## config.mk

```make
export PLATFORM = sky130hd
export DESIGN_NAME = gtq_ctrl
export DESIGN_NICKNAME = d
export VERILOG_FILES = /design/src/rtl/gtq_pkg.sv /design/src/rtl/gtq_ctrl.sv
export SDC_FILE = /design/constraint.sdc
export NUM_CORES = 1
export LEC_CHECK = 0
export BUFFER_PORTS_ARGS = -buffer_cell sky130_fd_sc_hd__buf_2
export CORE_AREA = 5 5 42 44
export CTS_CLUSTER_SIZE = 8
export DETAILED_ROUTE_END_ITERATION = 8
export DIE_AREA = 0 0 47 49
export PLACE_DENSITY = 0.68
export SYNTH_ARGS = -nofsm -noshare
export SYNTH_HDL_FRONTEND = slang
export SYNTH_SLANG_ARGS = --single-unit
```

## constraint.sdc

```tcl
create_clock -name i_clk -period 1.05 [get_ports i_clk]
set_input_delay 0.0525 -clock i_clk [delete_from_list [all_inputs] [get_ports i_clk]]
set_output_delay 0.0525 -clock i_clk [all_outputs]
set_load 0.05 [all_outputs]
```

## src/rtl/gtq_pkg.sv

```systemverilog
// Package of the grouped team queue: sizes, codes, state and command types.
package gtq_pkg;

    localparam int MEMBER_ID_BITS = 12;
    localparam int MAX_TEAMS      = 1024;
    localparam int NODE_CAPACITY  = 1024;

    localparam int MEMBER_FIELD_W = 12;
    localparam int TEAM_FIELD_W   = 10;
    localparam int MEMBER_COUNT   = 1 << MEMBER_ID_BITS;
    localparam int TEAM_BITS      = (MAX_TEAMS > 1) ? $clog2(MAX_TEAMS) : 1;
    localparam int NODE_BITS      = $clog2(NODE_CAPACITY);
    localparam int USED_BITS      = NODE_BITS + 1;

    localparam int SWEEP_A        = (MEMBER_COUNT > MAX_TEAMS) ? MEMBER_COUNT : MAX_TEAMS;
    localparam int SWEEP_COUNT    = (SWEEP_A > NODE_CAPACITY) ? SWEEP_A : NODE_CAPACITY;
    localparam int SWEEP_BITS     = $clog2(SWEEP_COUNT) + 1;

    typedef enum logic [1:0] {
        FUNC_ASSIGN  = 2'd0,
        FUNC_ENQUEUE = 2'd1,
        FUNC_DEQUEUE = 2'd2,
        FUNC_CLEAR   = 2'd3
    } t_func;

    typedef enum logic [1:0] {
        ST_OK    = 2'd0,
        ST_EMPTY = 2'd1,
        ST_FULL  = 2'd2
    } t_status;

    typedef enum logic [3:0] {
        S_CLEAR,
        S_IDLE,
        S_ASSIGN,
        S_ENQ0,
        S_ENQ1,
        S_ENQ2,
        S_DEQ0,
        S_DEQ1,
        S_DEQ2,
        S_DEQ3
    } t_state;

    typedef struct packed {
        logic latch;
        logic sweep;
        logic assign_wr;
        logic enq_take;
        logic enq_wr;
        logic deq_sel;
        logic deq_take;
        logic deq_wr;
        logic emit_full;
        logic emit_empty;
    } t_dp_cmd;

    typedef struct packed {
        logic sweep_done;
        logic full;
        logic empty;
        logic out_free;
    } t_dp_stat;

endpackage

```

## src/rtl/gtq_ctrl.sv

```systemverilog
// Controller state machine of the grouped team queue.
module gtq_ctrl (
    input  logic             i_clk,
    input  logic             i_rst_n,
    input  logic             i_in_valid,
    input  logic [1:0]       i_func,
    input  gtq_pkg::t_dp_stat i_stat,
    output logic             o_in_ready,
    output gtq_pkg::t_dp_cmd o_cmd
);

    gtq_pkg::t_state r_state, n_state;

    always_ff @(posedge i_clk) begin
        if (!i_rst_n) begin
            r_state <= gtq_pkg::S_CLEAR;
        end else begin
            r_state <= n_state;
        end
    end

    always_comb begin
        n_state    = r_state;
        o_cmd      = '0;
        o_in_ready = 1'b0;
        unique case (r_state)
            gtq_pkg::S_CLEAR: begin
                o_cmd.sweep = 1'b1;
                if (i_stat.sweep_done) begin
                    n_state = gtq_pkg::S_IDLE;
                end
            end
            gtq_pkg::S_IDLE: begin
                o_in_ready = 1'b1;
                if (i_in_valid) begin
                    o_cmd.latch = 1'b1;
                    unique case (gtq_pkg::t_func'(i_func))
                        gtq_pkg::FUNC_ASSIGN:  n_state = gtq_pkg::S_ASSIGN;
                        gtq_pkg::FUNC_ENQUEUE: n_state = gtq_pkg::S_ENQ0;
                        gtq_pkg::FUNC_DEQUEUE: n_state = gtq_pkg::S_DEQ0;
                        gtq_pkg::FUNC_CLEAR:   n_state = gtq_pkg::S_CLEAR;
                        default:               n_state = gtq_pkg::S_IDLE;
                    endcase
                end
            end
            gtq_pkg::S_ASSIGN: begin
                o_cmd.assign_wr = 1'b1;
                n_state = gtq_pkg::S_IDLE;
            end
            gtq_pkg::S_ENQ0: begin
                if (!i_stat.full) begin
                    n_state = gtq_pkg::S_ENQ1;
                end else if (i_stat.out_free) begin
                    o_cmd.emit_full = 1'b1;
                    n_state = gtq_pkg::S_IDLE;
                end
            end
            gtq_pkg::S_ENQ1: begin
                o_cmd.enq_take = 1'b1;
                n_state = gtq_pkg::S_ENQ2;
            end
            gtq_pkg::S_ENQ2: begin
                o_cmd.enq_wr = 1'b1;
                n_state = gtq_pkg::S_IDLE;
            end
            gtq_pkg::S_DEQ0: begin
                if (!i_stat.empty) begin
                    n_state = gtq_pkg::S_DEQ1;
                end else if (i_stat.out_free) begin
                    o_cmd.emit_empty = 1'b1;
                    n_state = gtq_pkg::S_IDLE;
                end
            end
            gtq_pkg::S_DEQ1: begin
                o_cmd.deq_sel = 1'b1;
                n_state = gtq_pkg::S_DEQ2;
            end
            gtq_pkg::S_DEQ2: begin
                o_cmd.deq_sel  = 1'b1;
                o_cmd.deq_take = 1'b1;
                n_state = gtq_pkg::S_DEQ3;
            end
            gtq_pkg::S_DEQ3: begin
                if (i_stat.out_free) begin
                    o_cmd.deq_wr = 1'b1;
                    n_state = gtq_pkg::S_IDLE;
                end
            end
            default: n_state = gtq_pkg::S_CLEAR;
        endcase
    end

endmodule

```

======== After elaboration in Yosys (flattened, before gate mapping) ========
Cells that the tools add are included.
operators by class
  muxes and demuxes ....................... 22
  equality and inequality tests ........... 14
  shifts and indexed selects .............. 0
  divide/modulo/power cells ............... 0
  $lt $le $gt $ge ......................... 0
  bitwise logic cells ..................... 0
  reductions and logical operators ........ 5
  $add $sub $neg .......................... 0
  multipliers ............................. 0
operator list
  kind                  count
  $pmux W4 S9           1
  $mux W4               5
  $eq A4 B3 Y1 const B  4
  $pmux W4 S4           1
  $mux W1               15
  $eq A4 B2 Y1 const B  2
  $eq A4 B4 Y1 const B  2
  $eq A2 B2 Y1 const B  2
  $eq A4 B1 Y1 const B  1
  $logic_not A4 Y1      1
  $ne A2 B2 Y1 const B  2
  $reduce_or A2 Y1      2
  $eq A2 B1 Y1 const B  1
  $logic_not A2 Y1      1
  $reduce_and A2 Y1     1
word-level totals
  input bits .............................. 9
  logic and storage cells ................. 42
  register bits ........................... 4
  bits in read-only memories .............. 0
  memories kept ........................... 0
  latch bits .............................. 0
  output and inout bits ................... 11
  bits in writable memories ............... 0

======== Longest topological paths before layout ========
  word-level depth ........................ 4
  gate-level depth with buffers ........... 5

======== Worst setup path before layout ========
Ideal clock, no wire load.
  path kind ............................... flip-flop to flip-flop
  from .................................... reg r_state[0]
  to ...................................... reg r_state[0]
  buffers on the path ..................... 1
  library setup time ...................... 0.124 ns
  stages on the path, launching flop included .. 6
  setup slack ............................. -1.351 ns
  arrival time ............................ 2.276 ns
  cells stage by stage .................... dfxtp_1 buf_6 nor4_1 nand2b_1 nand3_1 a31oi_1
between the ends
  cells in the longest elaborated chain, start to end .. 3
  elaborated cells on any way between the ends .. 18
RTL lines
  element                                             RTL line        RTL
  start, declared                                     gtq_ctrl.sv:12  gtq_pkg::t_state r_state, n_state;
  start signal, assigned                              gtq_ctrl.sv:16  r_state <= gtq_pkg::S_CLEAR;
  start signal, assigned                              gtq_ctrl.sv:18  r_state <= n_state;
  $eq A4 B3 Y1 (tied with other cells)                gtq_ctrl.sv:26  unique case (r_state)
  $reduce_or A2 Y1 (no line) (tied with other cells)  --
  $pmux W4 S9 or $reduce_and A2 Y1 (tied branches)    --
Several ways; a longest one is shown, not always the timed one.
A chain may end at the register's enable or synchronous reset.

==> metrics.md <==
| Metric | Value |
|---|---|
| Diodes inserted | `0` |
| GRT busiest layer | `met2` |
| Commonest non-fill, non-tap cells in the layout | `buf_4, buf_6, buf_2` |
| Type of origin of the critical path | `register` |
| TritonCTS Buffers | `3` |
| Max-Cap Viols | `0` |
| Clock tree sinks | `4` |
| Crit path from | `r_state[0]` |
| DR vias | `623` |
| Root buffer cell | `clkbuf_4` |
| Mapped Area | `438 um^2` |
| GR Util met3 | `3.69%` |
| Total power | `0.000746 W` |
| RSZ-0062 raised after global routing | `true` |
| Main synth FF type | `dfxtp_1` |
| Worst slew margin | `81.7%` |
| Initial antenna violation count | `0` |
| Final worst slack | `-302 ps` |
| Status | `finished with violations` |
| Leak pwr | `around 0.43 nW` |
| Largest area contributor in the netlist | `dfxtp_1` |
| Grt total ovfl | `0` |
| Synth warnings | `0` |
| CTS tree | `done` |
| Num rows | `14` |
| Drt drc | `0` |
| Post-Layout Inst Area | `slightly below 1000 um^2` |
| Area of the multi-input gates | `464 um^2` |
| Post-layout min period | `1350 ps` |
| Number of enable flip-flop cells after synthesis | `0` |
| Most flop-heavy register | `r_state` |
| Syn Area/Cell | `7.18 um^2` |
| CTS H-Tree Depth | `1` |
| Starting Density | `31.3%` |
| Die area | `2300 um^2` |
| Fillers | `~110` |
| Die H | `49 um` |
| Via/cell ratio | `between 5 and 6` |
| Dpl cells | `107` |
| Share of layout cells above drive strength 1 | `72.8%` |
| Cts hold-fix bufs | `0` |
| Biggest regs | `r_state x4` |
| Area contributors post-synth | `dfxtp_1, nor3_1, nand2_1, buf_6, nor2_1` |
| Mapped Cells | `61` |
| Fmax | `roughly 0.74 GHz` |
| Clk_skew | `about 7.4 ps` |
| Placer Congestion | `0.791` |
| Core area | `~1400 um^2` |
| Syn nets | `70` |
| Max VDD drop | `roughly 570 uV` |
| DR pass1 iterations | `3` |
| WS Path Type | `reg -> out` |
| Die width | `47 um` |
| Nets | `114` |
| Final Max Tran Viols | `0` |
| Final setup fails | `14` |
| Top cell type's share of synthesized area | `18.3%` |
| Share of flip-flops with an asynchronous set or reset | `0%` |
| I/O pins | `20` |
| Least-Margin Pin Slew | `273 ps` |
| Initial DRC count | `2` |
| Commonest non-fill, non-tap cell in the layout | `buf_4` |
| Worst-Skew Late Latency | `240 ps` |
| RR Startpoint | `r_state[0]` |
| Final Hold Vio Count | `0` |
| Register area | `90.1 um^2` |
| Max FFs per register | `4` |
| Met2 usage | `27.4%` |
| Seq cells post-synth | `4` |
| Synthesis-to-layout area growth | `126%` |
| Routed Antenna Nets | `0` |
| GRT Util Overall | `around 16%` |
| GR Util met1 | `17.1%` |
| Clock buffer depth | `2` |
| First-pass GRT wire length | `2.62 mm` |
| Port Buffers | `19` |
| Worst Hold Launch | `i_rst_n` |
| PD cells | `approximately 750 nW/um^2` |
| Per-cell routed wire length | `14.5 um` |
| Final wirelength | `roughly 1.7 mm` |
| Max FO, Critical Path | `3` |
| Type of the worst min-delay path | `in -> reg` |
| Reg clk slew, reported paths | `around 40 ps` |
| Crit path DAT | `1300 ps` |
| Tcrit/Tclk final | `129%` |
| Vias in the first global route | `633` |
| Seq/Total Area, Yosys | `between 10% and 20%` |
| Worst path required time | `1000 ps` |
| Placed cell area | `713 um^2` |
| Non-filler cells, final | `119` |
| Largest net degree at the start of global routing | `9` |
| CP endpoint kind | `output pin` |
| Violated checks | `setup timing` |
| Synth unique cells | `27` |
| DP HPWL | `approximately 1.2 mm` |
## synthesized netlist by cell type, drive strengths merged, types with 2 or more instances
| master | n |
|---|---|
| a31oi | 2 |
| o21ai | 4 |
| a21oi | 2 |
| nand2 | 7 |
| nor2 | 6 |
| nand3 | 2 |
| inv | 2 |
| nand2b | 4 |
| and2b | 2 |
| and2 | 2 |
| a311oi | 2 |
| nor4 | 3 |
| nor3 | 8 |
| buf | 3 |
| dfxtp | 4 |
## routing by layer
| layer | up-vias | wire length (um) |
|---|---|---|
| met5 | - | 0 |
| met4 | 0 | 21 |
| met3 | 2 | 68 |
| met2 | 18 | 963 |
| met1 | 297 | 674 |
| li1 | 306 | - |
## cell families after synthesis
logic type | share of synthesized area (%)
AND/OR/NAND/NOR | 48.9
AO/OA/AOI/OAI | 18.9
buffers and inverters | 11.7
flip-flops | 18.3
multiplexers | 2.29
## report_power, final
| part | internal, W | switching (W) |
|---|---|---|
| sequential | 0.000158 | 0.00000900 |
| clock | 0.000128 | 0.0000706 |
| combinational | 0.000177 | 0.000204 |
| total | 0.000463 | 0.000283 |
## critical path: stages (launching register included)
cell and delay (ps):
dfxtp_2 330, or2b_4 290, nor3_4 130, and2_4 170, buf_8 140
## repair_timing
item,4_1_cts,5_1_grt
endpoints found under the setup margin,15,15
endpoints found under the hold margin,0,0
cloned,0,0
pin swaps,6,5
gates resized for setup,46,8
setup buffers,7,4
## final cells by class
class,instances,area share (%)
timing repair buffer,43,38.9
sequential,4,9.10
multi-input combinational,51,46.9
tap,16,2.02
inverter,2,0.759
clock buffer,3,2.28
## path summary, 6_finish.rpt
check	to	slack, ps	cells past startpoint
setup / recovery	o_cmd[9]	-300	4
hold / removal	r_state[3]	60	2
setup reg to reg	r_state[1]	-220	6
hold reg to reg	r_state[3]	740	3
## metrics by stage
step | utilization [%] | hold slack [ps] | setup TNS [ps] | setup slack [ps]
2_1_floorplan | - | 170 | -3320 | -468
3_3_place_gp | 50.9 | 301 | -1590 | -204
6_report | 70.6 | 64.5 | -3240 | -302
5_1_grt | 70.6 | 63.2 | -3980 | -347
4_1_cts | 67.9 | 59.1 | -3180 | -326
3_5_place_dp | 50.9 | 309 | -1880 | -230
Note: power is estimated with default switching activity, not from simulation.
